[src/hw/rtl/rcr_pkg.sv]
`timescale 1ns / 1ps

package rcr_pkg;

    // Item kinds carried on s_tuser
    localparam logic [1:0] CMD_CLEAR  = 2'd0;
    localparam logic [1:0] CMD_HEADER = 2'd1;
    localparam logic [1:0] CMD_PIXEL  = 2'd2;

    // Configuration register indexes
    localparam int          CFG_INDEX_W      = 1;
    localparam logic [0:0]  REG_MAC_PREFIX   = 1'd0;
    localparam logic [0:0]  REG_FIRST_WORKER = 1'd1;

    // Field widths
    localparam int CMD_W      = 2;
    localparam int MAC_W      = 48;
    localparam int PREFIX_W   = 40;
    localparam int CFG_DATA_W = 40;
    localparam int CHUNK_W    = 32;
    localparam int PIXEL_W    = 8;
    localparam int ADDR_W     = 17;
    localparam int WIDX_OUT_W = 2;
    localparam int DONE_OUT_W = 7;

    // Stream word widths, padded to whole bytes
    localparam int S_TDATA_W = 96;
    localparam int M_TDATA_W = 40;

    // Register reset values
    localparam logic [PREFIX_W-1:0] RST_MAC_PREFIX   = 40'h02B4B40000;
    localparam logic [7:0]          RST_FIRST_WORKER = 8'h02;

    // Default geometry
    localparam int DEF_WORKERS       = 4;
    localparam int DEF_WORKER_CHUNKS = 19;
    localparam int DEF_CHUNK_PIXELS  = 1020;
    localparam int DEF_WORKER_PIXELS = 19200;
    localparam int DEF_FRAME_PIXELS  = 76800;

    // Header decode results handed from the decode stage to the tracker
    typedef struct packed {
        logic [CMD_W-1:0] cmd;
        logic             mac_ok;   // MAC names a worker
        logic             hdr_ok;   // result header for an in-range chunk
    } rcr_flags_t;

endpackage

[src/hw/rtl/rcr_decode.sv]
`timescale 1ns / 1ps

module rcr_decode import rcr_pkg::*; #(
    parameter int WORKERS       = DEF_WORKERS,
    parameter int WORKER_CHUNKS = DEF_WORKER_CHUNKS,
    parameter int CHUNK_PIXELS  = DEF_CHUNK_PIXELS,
    parameter int WORKER_PIXELS = DEF_WORKER_PIXELS,
    parameter int FRAME_PIXELS  = DEF_FRAME_PIXELS,
    localparam int TOTAL    = WORKERS * WORKER_CHUNKS,
    localparam int WORKER_W = (WORKERS > 1) ? $clog2(WORKERS) : 1,
    localparam int MAP_W    = (TOTAL > 1) ? $clog2(TOTAL) : 1,
    localparam int PTR_W    = $clog2(FRAME_PIXELS + 1),
    localparam int OFF_MAX  = (WORKERS - 1) * WORKER_PIXELS + (TOTAL - 1) * CHUNK_PIXELS,
    localparam int OFF_W    = ($clog2(OFF_MAX + 1) > PTR_W) ? $clog2(OFF_MAX + 1) : PTR_W
) (
    input  logic                clk,
    input  logic                rst_n,
    // incoming item
    input  logic                in_valid,
    output logic                in_ready,
    input  logic [CMD_W-1:0]    cmd,
    input  logic [MAC_W-1:0]    src_mac,
    input  logic                is_result,
    input  logic                header_complete,
    input  logic [CHUNK_W-1:0]  chunk_num,
    input  logic [PIXEL_W-1:0]  pixel_value,
    // configuration
    input  logic [PREFIX_W-1:0] mac_prefix,
    input  logic [7:0]          first_worker,
    // decoded item towards the tracker
    input  logic                adv,
    output logic                st_valid,
    output rcr_flags_t          st_flags,
    output logic [WORKER_W-1:0] st_worker,
    output logic [MAP_W-1:0]    st_gidx,
    output logic [OFF_W-1:0]    st_offset,
    output logic [PIXEL_W-1:0]  st_pixel
);

    localparam int G_W = $clog2(2 * TOTAL);

    logic                st_valid_reg, st_valid_next;
    rcr_flags_t          flags_reg, flags_next;
    logic [WORKER_W-1:0] worker_reg;
    logic [MAP_W-1:0]    gidx_reg;
    logic [OFF_W-1:0]    offset_reg, offset_next;
    logic [PIXEL_W-1:0]  pixel_reg;

    logic [7:0]          worker8;
    logic [WORKER_W-1:0] wsel;
    logic [G_W-1:0]      chunk_g;
    logic [G_W-1:0]      gnum;
    logic                chunk_small;
    logic                load;

    assign in_ready = !st_valid_reg || adv;
    assign load     = in_valid && in_ready;

    // Worker number from the MAC low byte, wrapping mod 256
    assign worker8 = src_mac[7:0] - first_worker;
    assign wsel    = worker8[WORKER_W-1:0];

    // Global chunk number; only meaningful when the index is already in range
    assign chunk_small = chunk_num < CHUNK_W'(TOTAL);
    assign chunk_g     = chunk_num[G_W-1:0];
    assign gnum        = G_W'(wsel) * G_W'(WORKER_CHUNKS) + chunk_g;

    always_comb
    begin
        flags_next.cmd    = cmd;
        flags_next.mac_ok = (src_mac[MAC_W-1:8] == mac_prefix) && (worker8 < 8'(WORKERS));
        flags_next.hdr_ok = flags_next.mac_ok && is_result && header_complete
                            && chunk_small && (gnum < G_W'(TOTAL));
        // frame offset of the chunk, clamped later in the tracker
        offset_next = OFF_W'(wsel) * OFF_W'(WORKER_PIXELS)
                    + OFF_W'(chunk_g) * OFF_W'(CHUNK_PIXELS);
    end

    // Stage occupancy
    always_comb
    begin
        if (load)
            st_valid_next = 1'b1;
        else if (adv)
            st_valid_next = 1'b0;
        else
            st_valid_next = st_valid_reg;
    end

    always_ff @(posedge clk or negedge rst_n)
    begin
        if (!rst_n)
            st_valid_reg <= 1'b0;
        else
            st_valid_reg <= st_valid_next;
    end

    // Decoded payload
    always_ff @(posedge clk)
    begin
        if (load)
        begin
            flags_reg  <= flags_next;
            worker_reg <= wsel;
            gidx_reg   <= gnum[MAP_W-1:0];
            offset_reg <= offset_next;
            pixel_reg  <= pixel_value;
        end
    end

    assign st_valid  = st_valid_reg;
    assign st_flags  = flags_reg;
    assign st_worker = worker_reg;
    assign st_gidx   = gidx_reg;
    assign st_offset = offset_reg;
    assign st_pixel  = pixel_reg;

endmodule

[src/hw/rtl/rcr_track.sv]
`timescale 1ns / 1ps

module rcr_track import rcr_pkg::*; #(
    parameter int WORKERS       = DEF_WORKERS,
    parameter int WORKER_CHUNKS = DEF_WORKER_CHUNKS,
    parameter int CHUNK_PIXELS  = DEF_CHUNK_PIXELS,
    parameter int WORKER_PIXELS = DEF_WORKER_PIXELS,
    parameter int FRAME_PIXELS  = DEF_FRAME_PIXELS,
    localparam int TOTAL    = WORKERS * WORKER_CHUNKS,
    localparam int WORKER_W = (WORKERS > 1) ? $clog2(WORKERS) : 1,
    localparam int MAP_W    = (TOTAL > 1) ? $clog2(TOTAL) : 1,
    localparam int PTR_W    = $clog2(FRAME_PIXELS + 1),
    localparam int OFF_MAX  = (WORKERS - 1) * WORKER_PIXELS + (TOTAL - 1) * CHUNK_PIXELS,
    localparam int OFF_W    = ($clog2(OFF_MAX + 1) > PTR_W) ? $clog2(OFF_MAX + 1) : PTR_W
) (
    input  logic                  clk,
    input  logic                  rst_n,
    // decoded item
    input  logic                  st_valid,
    output logic                  adv,
    input  rcr_flags_t            st_flags,
    input  logic [WORKER_W-1:0]   st_worker,
    input  logic [MAP_W-1:0]      st_gidx,
    input  logic [OFF_W-1:0]      st_offset,
    input  logic [PIXEL_W-1:0]    st_pixel,
    // result
    output logic                  out_valid,
    input  logic                  out_ready,
    output logic                  write_valid,
    output logic [ADDR_W-1:0]     write_address,
    output logic [PIXEL_W-1:0]    write_value,
    output logic                  chunk_accepted,
    output logic [WIDX_OUT_W-1:0] worker_index,
    output logic [DONE_OUT_W-1:0] chunks_done,
    output logic                  all_done
);

    localparam int CNT_W = $clog2(TOTAL + 1);

    logic [TOTAL-1:0]      map_reg, map_next;
    logic [CNT_W-1:0]      count_reg, count_next;
    logic                  accepting_reg, accepting_next;
    logic [PTR_W-1:0]      ptr_reg, ptr_next;

    logic                  out_valid_reg;
    logic                  wv_reg, wv_next;
    logic [ADDR_W-1:0]     wa_reg, wa_next;
    logic [PIXEL_W-1:0]    wval_reg, wval_next;
    logic                  acc_reg, acc_next;
    logic [WIDX_OUT_W-1:0] widx_reg, widx_next;
    logic [DONE_OUT_W-1:0] done_reg;
    logic                  all_reg;

    logic                  take;
    logic [PTR_W-1:0]      ptr_load;

    assign adv  = !out_valid_reg || out_ready;
    assign take = st_valid && adv;

    // Chunk start address, stopped at the frame end
    assign ptr_load = (st_offset < OFF_W'(FRAME_PIXELS)) ? PTR_W'(st_offset)
                                                         : PTR_W'(FRAME_PIXELS);

    // Collection state update for one word
    always_comb
    begin
        map_next       = map_reg;
        count_next     = count_reg;
        accepting_next = accepting_reg;
        ptr_next       = ptr_reg;
        wv_next        = 1'b0;
        wa_next        = '0;
        wval_next      = '0;
        acc_next       = 1'b0;
        widx_next      = '0;
        case (st_flags.cmd)
            CMD_CLEAR:
            begin
                map_next       = '0;
                count_next     = '0;
                accepting_next = 1'b0;
            end
            CMD_HEADER:
            begin
                accepting_next = 1'b0;
                if (st_flags.mac_ok)
                    widx_next = WIDX_OUT_W'(st_worker);
                if (st_flags.hdr_ok && !map_reg[st_gidx])
                begin
                    map_next[st_gidx] = 1'b1;
                    count_next        = count_reg + CNT_W'(1);
                    accepting_next    = 1'b1;
                    acc_next          = 1'b1;
                    ptr_next          = ptr_load;
                end
            end
            CMD_PIXEL:
            begin
                if (accepting_reg && (ptr_reg < PTR_W'(FRAME_PIXELS)))
                begin
                    wv_next   = 1'b1;
                    wa_next   = ADDR_W'(ptr_reg);
                    wval_next = st_pixel;
                    ptr_next  = ptr_reg + PTR_W'(1);
                end
            end
            default:
            begin
            end
        endcase
    end

    // Collection state
    always_ff @(posedge clk or negedge rst_n)
    begin
        if (!rst_n)
        begin
            map_reg       <= '0;
            count_reg     <= '0;
            accepting_reg <= 1'b0;
            ptr_reg       <= '0;
        end
        else if (take)
        begin
            map_reg       <= map_next;
            count_reg     <= count_next;
            accepting_reg <= accepting_next;
            ptr_reg       <= ptr_next;
        end
    end

    // Result register occupancy
    always_ff @(posedge clk or negedge rst_n)
    begin
        if (!rst_n)
            out_valid_reg <= 1'b0;
        else if (adv)
            out_valid_reg <= st_valid;
    end

    // Result payload
    always_ff @(posedge clk)
    begin
        if (take)
        begin
            wv_reg   <= wv_next;
            wa_reg   <= wa_next;
            wval_reg <= wval_next;
            acc_reg  <= acc_next;
            widx_reg <= widx_next;
            done_reg <= DONE_OUT_W'(count_next);
            all_reg  <= (count_next >= CNT_W'(TOTAL));
        end
    end

    assign out_valid      = out_valid_reg;
    assign write_valid    = wv_reg;
    assign write_address  = wa_reg;
    assign write_value    = wval_reg;
    assign chunk_accepted = acc_reg;
    assign worker_index   = widx_reg;
    assign chunks_done    = done_reg;
    assign all_done       = all_reg;

endmodule

[src/hw/rtl/result_chunk_reassembler.sv]
`timescale 1ns / 1ps

// Result chunk reassembler.
// Input stream (s_*): one word per item. s_tuser holds the item kind (clear,
// packet header, pixel byte); s_tdata holds the sender MAC, the result and
// header-complete flags, the chunk number and the pixel byte.
// Output stream (m_*): exactly one word per input word, carrying the frame
// write (valid, address, byte), the chunk-accepted flag, the worker index,
// the count of chunks received and the all-done flag.
// Configuration: cfg_we/cfg_index/cfg_wdata write the MAC prefix (index 0)
// and the MAC low byte of worker zero (index 1); write only while idle.
// Pipeline: input register, then result register, which drives m_tdata.
// Throughput: one word per cycle while m_tready is high; the received-chunk
// bitmap is held in flops and the combinational header check with its
// offset add sets the clock.
// Reset clears the bitmap, the count, the accept flag and the write pointer
// and loads the register defaults; both stream sides come up empty.
// When m_tready is low the result register holds its word, the input stage
// still takes one more word, and s_tready then drops until the output moves.

module result_chunk_reassembler import rcr_pkg::*; #(
    parameter int WORKERS       = DEF_WORKERS,
    parameter int WORKER_CHUNKS = DEF_WORKER_CHUNKS,
    parameter int CHUNK_PIXELS  = DEF_CHUNK_PIXELS,
    parameter int WORKER_PIXELS = DEF_WORKER_PIXELS,
    parameter int FRAME_PIXELS  = DEF_FRAME_PIXELS
) (
    input  logic                   clk,
    input  logic                   rst_n,
    // input stream
    input  logic                   s_tvalid,
    output logic                   s_tready,
    // src_mac[47:0], is_result[48], header_complete[49], chunk_num[81:50],
    // pixel_value[89:82], zero pad[95:90]
    input  logic [S_TDATA_W-1:0]   s_tdata,
    // command[1:0]
    input  logic [CMD_W-1:0]       s_tuser,
    // output stream
    output logic                   m_tvalid,
    input  logic                   m_tready,
    // write_valid[0], write_address[17:1], write_value[25:18],
    // chunk_accepted[26], worker_index[28:27], chunks_done[35:29],
    // all_done[36], zero pad[39:37]
    output logic [M_TDATA_W-1:0]   m_tdata,
    // configuration
    input  logic                   cfg_we,
    input  logic [CFG_INDEX_W-1:0] cfg_index,
    input  logic [CFG_DATA_W-1:0]  cfg_wdata
);

    localparam int TOTAL    = WORKERS * WORKER_CHUNKS;
    localparam int WORKER_W = (WORKERS > 1) ? $clog2(WORKERS) : 1;
    localparam int MAP_W    = (TOTAL > 1) ? $clog2(TOTAL) : 1;
    localparam int PTR_W    = $clog2(FRAME_PIXELS + 1);
    localparam int OFF_MAX  = (WORKERS - 1) * WORKER_PIXELS + (TOTAL - 1) * CHUNK_PIXELS;
    localparam int OFF_W    = ($clog2(OFF_MAX + 1) > PTR_W) ? $clog2(OFF_MAX + 1) : PTR_W;

    logic [PREFIX_W-1:0]   mac_prefix_reg;
    logic [7:0]            first_worker_reg;

    logic                  st_valid;
    logic                  adv;
    rcr_flags_t            st_flags;
    logic [WORKER_W-1:0]   st_worker;
    logic [MAP_W-1:0]      st_gidx;
    logic [OFF_W-1:0]      st_offset;
    logic [PIXEL_W-1:0]    st_pixel;

    logic                  write_valid;
    logic [ADDR_W-1:0]     write_address;
    logic [PIXEL_W-1:0]    write_value;
    logic                  chunk_accepted;
    logic [WIDX_OUT_W-1:0] worker_index;
    logic [DONE_OUT_W-1:0] chunks_done;
    logic                  all_done;

    // Configuration registers
    always_ff @(posedge clk or negedge rst_n)
    begin
        if (!rst_n)
        begin
            mac_prefix_reg   <= RST_MAC_PREFIX;
            first_worker_reg <= RST_FIRST_WORKER;
        end
        else if (cfg_we)
        begin
            case (cfg_index)
                REG_MAC_PREFIX:   mac_prefix_reg   <= cfg_wdata[PREFIX_W-1:0];
                REG_FIRST_WORKER: first_worker_reg <= cfg_wdata[7:0];
                default:
                begin
                end
            endcase
        end
    end

    // Input register and header decode
    rcr_decode #(
        .WORKERS       (WORKERS),
        .WORKER_CHUNKS (WORKER_CHUNKS),
        .CHUNK_PIXELS  (CHUNK_PIXELS),
        .WORKER_PIXELS (WORKER_PIXELS),
        .FRAME_PIXELS  (FRAME_PIXELS)
    ) u_decode (
        .clk             (clk),
        .rst_n           (rst_n),
        .in_valid        (s_tvalid),
        .in_ready        (s_tready),
        .cmd             (s_tuser),
        .src_mac         (s_tdata[47:0]),
        .is_result       (s_tdata[48]),
        .header_complete (s_tdata[49]),
        .chunk_num       (s_tdata[81:50]),
        .pixel_value     (s_tdata[89:82]),
        .mac_prefix      (mac_prefix_reg),
        .first_worker    (first_worker_reg),
        .adv             (adv),
        .st_valid        (st_valid),
        .st_flags        (st_flags),
        .st_worker       (st_worker),
        .st_gidx         (st_gidx),
        .st_offset       (st_offset),
        .st_pixel        (st_pixel)
    );

    // Bitmap, count, write pointer and result register
    rcr_track #(
        .WORKERS       (WORKERS),
        .WORKER_CHUNKS (WORKER_CHUNKS),
        .CHUNK_PIXELS  (CHUNK_PIXELS),
        .WORKER_PIXELS (WORKER_PIXELS),
        .FRAME_PIXELS  (FRAME_PIXELS)
    ) u_track (
        .clk            (clk),
        .rst_n          (rst_n),
        .st_valid       (st_valid),
        .adv            (adv),
        .st_flags       (st_flags),
        .st_worker      (st_worker),
        .st_gidx        (st_gidx),
        .st_offset      (st_offset),
        .st_pixel       (st_pixel),
        .out_valid      (m_tvalid),
        .out_ready      (m_tready),
        .write_valid    (write_valid),
        .write_address  (write_address),
        .write_value    (write_value),
        .chunk_accepted (chunk_accepted),
        .worker_index   (worker_index),
        .chunks_done    (chunks_done),
        .all_done       (all_done)
    );

    // Output word packing
    assign m_tdata = {3'b000, all_done, chunks_done, worker_index, chunk_accepted,
                      write_value, write_address, write_valid};

endmodule
[config.mk]
export PLATFORM = sky130hd
export DESIGN_NAME = result_chunk_reassembler
export DESIGN_NICKNAME = d
export VERILOG_FILES = /design/src/hw/rtl/rcr_pkg.sv /design/src/hw/rtl/rcr_decode.sv /design/src/hw/rtl/rcr_track.sv /design/src/hw/rtl/result_chunk_reassembler.sv
export SDC_FILE = /design/constraint.sdc
export NUM_CORES = 1
export LEC_CHECK = 0
export BUFFER_PORTS_ARGS = -buffer_cell sky130_fd_sc_hd__clkbuf_2
export CELL_PAD_IN_SITES_DETAIL_PLACEMENT = 1
export CELL_PAD_IN_SITES_GLOBAL_PLACEMENT = 1
export CORE_MARGIN = 2
export CORE_UTILIZATION = 49
export CTS_CLUSTER_DIAMETER = 40
export DETAILED_ROUTE_END_ITERATION = 12
export PLACE_DENSITY = 0.87
export SYNTH_ARGS = -nofsm -noshare
export SYNTH_HDL_FRONTEND = slang
export SYNTH_SLANG_ARGS = --single-unit
[constraint.sdc]
create_clock -name clk -period 7.7 [get_ports clk]
set_input_delay 0 -clock clk [delete_from_list [all_inputs] [get_ports clk]]
set_output_delay 0 -clock clk [all_outputs]
set_load 0.01 [all_outputs]
### Yosys cells after proc, flatten, opt, wreduce, memory -nomap -nowiden

Index checks and enable logic that the tools add are counted.

* add/sub/neg operators: 5
* multiply operators: 3
* $lt $le $gt $ge: 8
* equal/unequal tests: 5
* muxes and demuxes: 17
* bitwise operators: 2
* reductions and logical operators: 26

Operators by type and width (count)
* $pmux W76 S2: 1
* $mux W76: 1
* $or A76 B76 Y76: 1
* $mux W17: 3
* $eq A40 B40 Y1: 1
* $pmux W17 S2: 1
* $lt A32 B7 Y1 const B: 1
* $add A17 B18 Y18: 1
* $lt A18 B17 Y1 const B: 1
* $add A17 B1 Y17 const B: 1
* $lt A17 B17 Y1 const B: 1
* $mul A8 B8 Y16 const B: 1
* $pmux W7 S2: 1
* $logic_and A1 B1 Y1: 10
* $reduce_and A2 Y1: 5
* $mul A2 B7 Y9 const B: 1
* $add A7 B8 Y8: 1
* $lt A7 B8 Y1 const B: 1
* $lt A8 B3 Y1 const B: 1
* $lt A8 B7 Y1 const B: 1
* $sub A8 B8 Y8: 1
* $add A7 B1 Y7 const B: 1
* $bmux W1 S7: 1
* $demux W1 S7: 1
* other kinds (16): 27

* register bits: 227
* input port bits: 144
* output and inout port bits: 42
* logic and storage cells: 88

### Depth between registers and ports, before layout

Gate-level depths: netlist of run 1.

* word-level depth: 7
* mapped depth: 23

### By module

Synthesis of run 1 repeated with hierarchy kept, for this count alone.

* cells, all modules: 1214
* area total of the unflattened synthesis: 13227.7 um^2

Modules (own cells, without submodules)
* rcr_track: instances 1, cells each 671, area an instance 6905.4 um^2, sequential area each 3663.5 um^2
* rcr_decode: instances 1, cells each 434, area an instance 4433.0 um^2, sequential area each 1136.1 um^2
* result_chunk_reassembler: instances 1, cells each 109, area an instance 1889.3 um^2, sequential area each 1213.7 um^2

### Worst setup path after synthesis of run 1

No wires, ideal clock.

* path type: input to register
* start point: input s_tdata[50]
* end point: register u_decode.offset_reg[17], in the netlist u_decode.st_offset[17] (data pin)
* library setup time: 260 ps
* arrival: 4275 ps
* data required time: 7440 ps
* setup slack: 3165 ps
* stages: 21
* cell sequence: fa_1 -> xor2_1 -> ha_1 -> fa_1 -> inv_1 -> fa_1 -> inv_1 -> ha_1 -> inv_1 -> a21o_1 -> a21boi_0 -> nor3_1 -> o31a_1 -> xnor2_1 -> ha_1 -> inv_1 -> o21bai_1 -> a21oi_1 -> nor2b_1 -> o21ai_0 -> xnor2_1

* longest elaborated chain between the ends: 2

Ends and longest elaborated chain
* start, declared: RTL line result_chunk_reassembler.sv:35 `input logic [S_TDATA_W-1:0] s_tdata,`
* $mul A8 B8 Y16: RTL line rcr_decode.sv:76 `+ OFF_W'(chunk_g) * OFF_W'(CHUNK_PIXELS);`
* $add A17 B18 Y18: RTL line rcr_decode.sv:76
* via u_decode.offset_next[17]: RTL line rcr_decode.sv:46 `logic [OFF_W-1:0] offset_reg, offset_next;`
* end signal, assigned: RTL line rcr_decode.sv:106 `offset_reg <= offset_next;`
* end, declared: RTL line rcr_decode.sv:46

The timed path passes the listed nets, and every way through them passes these cells.
A chain may end at the register's enable or synchronous reset.

### Worst setup path after layout of run 1

Same ends and word-level chain as after synthesis.

==> run_results.csv, run 1 <==
group,metric,value,unit
critical_path,cpLargestDelayFamily,"adder cells",
power_and_ir_drop,pwr-share-clk,31.0,%
sta,worstMarginPinSlew,1310,ps
clock_network,htreeDepth,2,
critical_path,crit_required,7970,ps
sta,period_share,72.5,%
yosys,synth-edff-count,74,
sta,fin_setup_tns,0,ps
cells_and_area,nets,1620,
floorplan,fp.dieW,164,um
detailed_routing,drtAntennaViolNets,0,
global_route,gr-total-overflow,0,
placement,dp.cells,1614,
power_and_ir_drop,share_seq_of_total_power,31.5,%
sta,final_max_slew_viol_count,0,
power_and_ir_drop,swShare,38.3,%
global_route,grt_max_degree,97,
clock_network,tritoncts,"yes",
floorplan,start_util,49.9,%
clock_network,cts_sinks,225,
critical_path,crit_slowest_cell,"fa_1",
sta,min_period,5580,ps
clock_network,cts_buffers,35,
critical_path,cp.arrival,5850,ps
power_and_ir_drop,powerDensity,357,nW/um^2
critical_path,cp.buffers_inverters,4,
placement,place_area,13700,um^2
power_and_ir_drop,p_sw,0.00211,W
critical_path,worstSetupPathType,"input pin to flop",
power_and_ir_drop,comb_power_share,37.5,%
yosys,synth_top_area_share,28.1,%
floorplan,rows,58,
cells_and_area,area.growth.synth_to_final,23.3,%
sta,slew_headroom,12.6,%
placement,numPortBuffers,176,
yosys,synth_cell_types,65,
critical_path,end_kind,"flop",
clock_network,cts_buffer_depth,3,
min_path,hp-class,"input pin to asynchronous set/reset pin",
global_route,grt_antenna_before_repair,3,
yosys,synthesis.area,12600,um^2
floorplan,dieHeight,164,um
floorplan,ios,186,
yosys,synth_top_cell_by_area,"dfrtp_1",
sta,fin_worst_skew,34.7,ps
critical_path,worst-r2r-cell-count,13,
detailed_routing,drtIter0Drc,1341,
placement,place_ws,2500,ps
sta,layout_setup_ws,2120,ps
cells_and_area,final_area,15500,um^2
yosys,ys_ff_latch,225,
critical_path,worstReg2RegEnd,"u_decode.st_flags[0]",
yosys,postSynthCellCount,1142,
yosys,synthFlopType,"dfrtp_1",
power_and_ir_drop,leakage,6.95,nW
detailed_routing,post_drt_wl_per_cell,29.2,um
sta,fmax,0.179,GHz
detailed_routing,drc,0,
run_status,status,"completed",
sta,hold_viol_final,0,
critical_path,path_cells,"dlygate4sd3_1, clkbuf_2, fa_1, fa_1, ha_1, inv_1, fa_1, inv_1, ha_1, nor2b_1, o21ai_0, nand3_1, and2_1, ha_1, a21o_1, a21oi_1, o21bai_1, a21oi_1, o21bai_1, a21oi_1, nor2b_1, o21ai_0, xnor2_1",
critical_path,path_max_fanout,7,
detailed_routing,first_pass_iters,6,
critical_path,reg2reg_slack,2450,ps
cells_and_area,fillCellCount,2638,
yosys,avgSynthCellArea,11.0,um^2
detailed_routing,num_vias,11024,
sta,holdWs,56.0,ps
sta,finalSetupViolCount,0,
critical_path,r2r-start,"first_worker_reg[1]",
global_route,grt_usage,38.3,%
clock_network,path_clk_slew,60,ps
cells_and_area,drive_above_1_share,23.6,%
placement,dp_hpwl,25.9,mm
clock_network,insertion_delay,550,ps
placement,place.gp.congestion,0.846,
global_route,grt_pass1_wl,75.2,mm
yosys,synthArstFlopShare,67.1,%
cells_and_area,final_cells,1734,
clock_network,root_buffer,"clkbuf_16",
critical_path,max_stage_delay,590,ps
yosys,ys_warn_count,0,
sta,rsz0062_at_grt,"false",
global_route,first_global_vias,12377,
yosys,ys_seq_area_share,47.9,%
critical_path,startpoint_type,"input pin",
floorplan,dieArea,26900,um^2
detailed_routing,finalWirelength,50.7,mm
power_and_ir_drop,p_int,0.00341,W
yosys,yosys-top-cells-count,"dfrtp_1 (141), nand2_1 (124), inv_1 (95)",
floorplan,core_area,25200,um^2
power_and_ir_drop,irDropWorstVdd,0.214,mV
critical_path,crit_start,"s_tdata[50]",
detailed_routing,vias_per_cell,6.36,
yosys,yosysMostFrequentCell,"dfrtp_1",
flow_run,cap_violations,0,
yosys,yosys-top-cells-area,"dfrtp_1 (28%), edfxtp_1 (18%), ha_1 (6.8%)",
cells_and_area,largest_reg_flops,76,
clock_network,ctsResizeCount,0,
worst max-delay path by stage:
| stage | endpoint | cells past startpoint |
|---|---|---|
| global route | u_decode.st_offset[17] | 23 |
| global placement | u_decode.st_offset[17] | 23 |
| floorplan | u_decode.st_offset[17] | 21 |
| CTS | u_decode.st_offset[17] | 23 |
| finish | u_decode.st_offset[17] | 23 |
| detailed placement | u_decode.st_offset[17] | 23 |
power by group through the flow:
stage                     combinational (W)  sequential [W]  clock (W)
after floorplan                     0.00140         0.00164          0
after global placement              0.00171         0.00170          0
after detailed placement            0.00185         0.00172          0
after CTS                           0.00198         0.00172    0.00167
after global routing                0.00223         0.00175    0.00176
final                               0.00207         0.00174    0.00171
final cells by class:
type / instances / area, um^2 / area share, %
sequential: 225 / 6010 / 38.9
multi-input combinational: 778 / 5980 / 38.6
timing repair buffer: 239 / 1500 / 9.68
clock buffer: 42 / 945 / 6.10
tap: 330 / 413 / 2.67
inverter: 97 / 364 / 2.35
clock inverter: 22 / 259 / 1.67
antenna: 1 / 2.50 / 0.0162
through the flow:
step	total power, W	util, %
2_1_floorplan	0.00304	-
3_3_place_gp	0.00341	54.5
3_5_place_dp	0.00357	54.5
4_1_cts	0.00536	61.4
5_1_grt	0.00574	61.5
6_report	0.00552	61.5
layout by cell type, fill, tap and decap left out, types with 11 or more instances in the layout:
| cell | n |
|---|---|
| o21ai_1 | 25 |
| xnor2_1 | 44 |
| dlygate4sd3_1 | 55 |
| nor2_1 | 35 |
| a21oi_1 | 44 |
| nor3_1 | 18 |
| nand2_1 | 124 |
| clkbuf_2 | 175 |
| ha_1 | 68 |
| o21ai_0 | 79 |
| nand4_1 | 12 |
| and2_1 | 31 |
| edfxtp_1 | 74 |
| mux4_2 | 13 |
| fa_1 | 32 |
| nor2b_1 | 13 |
| clkbuf_16 | 37 |
| inv_1 | 95 |
| dfrtp_1 | 141 |
| nand3_1 | 21 |
| nor4_1 | 11 |
| xor2_1 | 28 |
| mux2_2 | 56 |
routing by layer:
| layer | vias up | GRT usage, % | routed length [um] |
|---|---|---|---|
| li1 | 4449 | - | - |
| met1 | 5345 | 38.5 | 16000 |
| met2 | 817 | 64.8 | 24800 |
| met3 | 409 | 9.29 | 3960 |
| met4 | 4 | 36.5 | 5820 |
| met5 | - | 0 | 30 |
worst reg2reg max path, delay by kind of cell (launching register included):
kind                       cells  cell delay (ps)
adders and majority gates      4             2150
buffers and inverters          3              330
and+or+nand+nor                2              400
AOI/OAI and AO/OA              4             1660
DFF                            1              550
kinds of logic after synthesis:
kind of cell	count (synthesis)	share of synthesized area (%)
adders and majority gates	100	11.9
DFF	225	47.9
xor gates and xnor gates	72	5.02
AOI/OAI and AO/OA	231	11.2
and+or+nand+nor	299	11.7
muxes	73	7.67
other	1	0.0299
buffers and inverters	141	4.59
timing repair:
item                      4_1_cts  5_1_grt
buffers inserted                0        0
hold buffers                   55        0
hold endpoints to repair      151        0
Note: power is estimated with default switching activity, not from simulation.
==> inputs of run 2 (changes only) <==
- ABC_AREA: default -> 1
- CORE_UTILIZATION: 49 -> 44
- PLACE_DENSITY: 0.87 -> 0.81
- clock period: 7.7 -> 5.5 ns (I/O delays scaled with it)
==> run_results.csv, run 2 <==
group,metric,value,unit
power_and_ir_drop,p_total,0.00757,W
sta,fmax,0.195,GHz
detailed_routing,first_pass_iters,5,
power_and_ir_drop,share_seq_of_total_power,31.3,%
sta,fin_worst_skew,36.9,ps
power_and_ir_drop,p_sw,0.00289,W
critical_path,worst-r2r-cell-count,16,
power_and_ir_drop,comb_power_share,37.9,%
sta,period_share,93.2,%
sta,fin_setup_tns,0,ps
cells_and_area,largest_reg_flops,76,
placement,dp_hpwl,25.9,mm
min_path,worstHoldPathCells,6,
yosys,synth_top_cell_by_area,"dfrtp_1",
clock_network,cts_buffer_depth,3,
yosys,yosysMostFrequentCell,"inv_1",
critical_path,path_max_fanout,7,
detailed_routing,finalWirelength,42.3,mm
critical_path,r2r-start,"first_worker_reg[1]",
global_route,gr-total-overflow,0,
yosys,ys_seq_area_share,45.8,%
floorplan,rows,63,
cells_and_area,drive_above_1_share,17.2,%
yosys,synth-edff-count,74,
critical_path,crit_required,5740,ps
floorplan,start_util,44.6,%
cells_and_area,multi_input_area,5890,um^2
detailed_routing,vias_per_cell,5.31,
clock_network,cts_buffers,36,
yosys,synth_top_area_share,26.9,%
floorplan,dieHeight,177,um
yosys,yosys-top-cells-count,"inv_1 (254), nand2_1 (246), dfrtp_1 (141)",
power_and_ir_drop,pwr-share-clk,30.8,%
critical_path,max_stage_delay,610,ps
clock_network,root_buffer,"clkbuf_16",
sta,worstMarginPinSlew,1140,ps
sta,hold_viol_final,0,
yosys,ys_warn_count,0,
cells_and_area,final_area,16100,um^2
flow_run,cap_violations,0,
placement,numPortBuffers,176,
clock_network,insertion_delay,530,ps
yosys,synthArstFlopShare,67.1,%
cells_and_area,fillCellCount,3465,
power_and_ir_drop,irDropWorstVdd,0.499,mV
sta,finalSetupViolCount,0,
detailed_routing,drtIter0Drc,780,
yosys,postSynthCellCount,1474,
cells_and_area,final_cells,2127,
yosys,yosys-top-cells-area,"dfrtp_1 (27%), edfxtp_1 (17%), inv_1 (7.3%)",
critical_path,crit_start,"s_tdata[50]",
yosys,synthesis.area,13100,um^2
run_status,status,"completed",
clock_network,tritoncts,"yes",
power_and_ir_drop,leakage,7.82,nW
critical_path,reg2reg_slack,1210,ps
sta,holdWs,5.28,ps
global_route,grt_usage,27.6,%
floorplan,fp.dieW,177,um
sta,rsz0062_at_grt,"false",
placement,place.gp.congestion,0.853,
yosys,synth_cell_types,42,
yosys,synthFlopType,"dfrtp_1",
placement,dp.cells,2001,
power_and_ir_drop,swShare,38.2,%
global_route,grt_pass1_wl,67.3,mm
cells_and_area,nets,1951,
critical_path,startpoint_type,"input pin",
detailed_routing,drc,0,
clock_network,htreeDepth,2,
critical_path,cp.arrival,5360,ps
yosys,ys_ff_latch,225,
cells_and_area,layout_common_cells,"inv_1 (254), nand2_1 (245), clkbuf_2 (175)",
critical_path,end_kind,"flop",
global_route,first_global_vias,12677,
placement,place_area,14300,um^2
power_and_ir_drop,powerDensity,470,nW/um^2
sta,min_period,5120,ps
clock_network,cts_sinks,225,
critical_path,worstSetupPathType,"input pin to flop",
cells_and_area,seq_area,6010,um^2
floorplan,dieArea,31300,um^2
floorplan,ios,186,
min_path,min_from,"s_tdata[69]",
min_path,hp-class,"input pin to flop",
critical_path,cp_common_cell,"nand2_1",
global_route,grt_antenna_before_repair,2,
sta,final_max_slew_viol_count,0,
cells_and_area,layout_commonest_cell,"inv_1",
detailed_routing,post_drt_wl_per_cell,19.9,um
detailed_routing,num_vias,11296,
clock_network,path_clk_slew,60,ps
global_route,grt_max_degree,79,
sta,slew_headroom,23.7,%
detailed_routing,drtAntennaViolNets,0,
critical_path,crit_slowest_cell,"fa_2",
floorplan,core_area,29500,um^2
yosys,avgSynthCellArea,8.91,um^2
cells_and_area,area.growth.synth_to_final,22.6,%
power_and_ir_drop,p_int,0.00468,W
==> run 2: layer usage <==
layer / wire, um / track usage (%) / up-vias / part of all wire (%)
met2: 22100 / 49.6 / 340 / 52
met1: 16100 / 31.7 / 5581 / 38
met5: 0 / 0 / - / 0
met4: 2280 / 14.0 / 0 / 5.4
met3: 1760 / 4.21 / 147 / 4.2
li1: - / - / 5228 / -
==> run 2: final timing paths <==
check,end
worst min-delay path,u_decode.st_flags[0]
worst min register to register,first_worker_reg[1]
worst max-delay path,u_decode.st_offset[17]
min in group asynchronous,u_track.map_reg[56]
max in group asynchronous,first_worker_reg[2]
worst max register to register,u_decode.st_flags[0]
==> run 2: area by class of cell <==
| cell class | count | share of cell area (%) |
|---|---|---|
| tap | 390 | 3.03 |
| antenna | 2 | 0.0311 |
| clock buffer | 44 | 6.04 |
| clock inverter | 22 | 1.47 |
| sequential | 225 | 37.3 |
| timing repair buffer | 242 | 9.46 |
| multi-input combinational | 944 | 36.6 |
| inverter | 258 | 6.03 |
==> run 2: what timing repair did <==
action                                  CTS  global route
buffers inserted                          0             2
gates resized for setup                   0             2
endpoints found under the setup margin    0             1
hold buffers                             56             0
endpoints found under the hold margin   138             0
==> run 2: through the flow <==
| stage | setup slack [ps] | utilization [%] |
|---|---|---|
| 4_1_cts | 259 | 54.5 |
| 3_3_place_gp | 470 | 48.5 |
| 5_1_grt | 14.7 | 54.6 |
| 6_report | 377 | 54.6 |
| 2_1_floorplan | 955 | - |
| 3_5_place_dp | 321 | 48.5 |
==> run 2: worst max-delay path: cells and delay by family <==
family                   cells  cell delay (ps)
AO/OA/AOI/OAI                4              650
XOR/XNOR                     2              230
adder cells (fa/ha/maj)      6             2660
buffers and inverters        7             1070
AND/OR/NAND/NOR             10              750
==> run 2: cell families after synthesis <==
| logic type | Yosys count | share of synthesized area [%] |
|---|---|---|
| AOI/OAI and AO/OA | 210 | 8.50 |
| xor gates and xnor gates | 77 | 5.13 |
| adders and majority gates | 100 | 11.4 |
| buffers and inverters | 307 | 9.55 |
| DFF | 225 | 45.8 |
| muxes | 29 | 2.49 |
| other | 1 | 0.0285 |
| and+or+nand+nor | 525 | 17.2 |
==> run 2: power groups by stage <==
stage | combinational [W] | sequential (W) | clock [W]
2_1_floorplan | 0.00201 | 0.00232 | 0
3_3_place_gp | 0.00259 | 0.00235 | 0
3_5_place_dp | 0.00274 | 0.00237 | 0
4_1_cts | 0.00282 | 0.00235 | 0.00231
5_1_grt | 0.00324 | 0.00240 | 0.00242
6_report | 0.00286 | 0.00237 | 0.00233
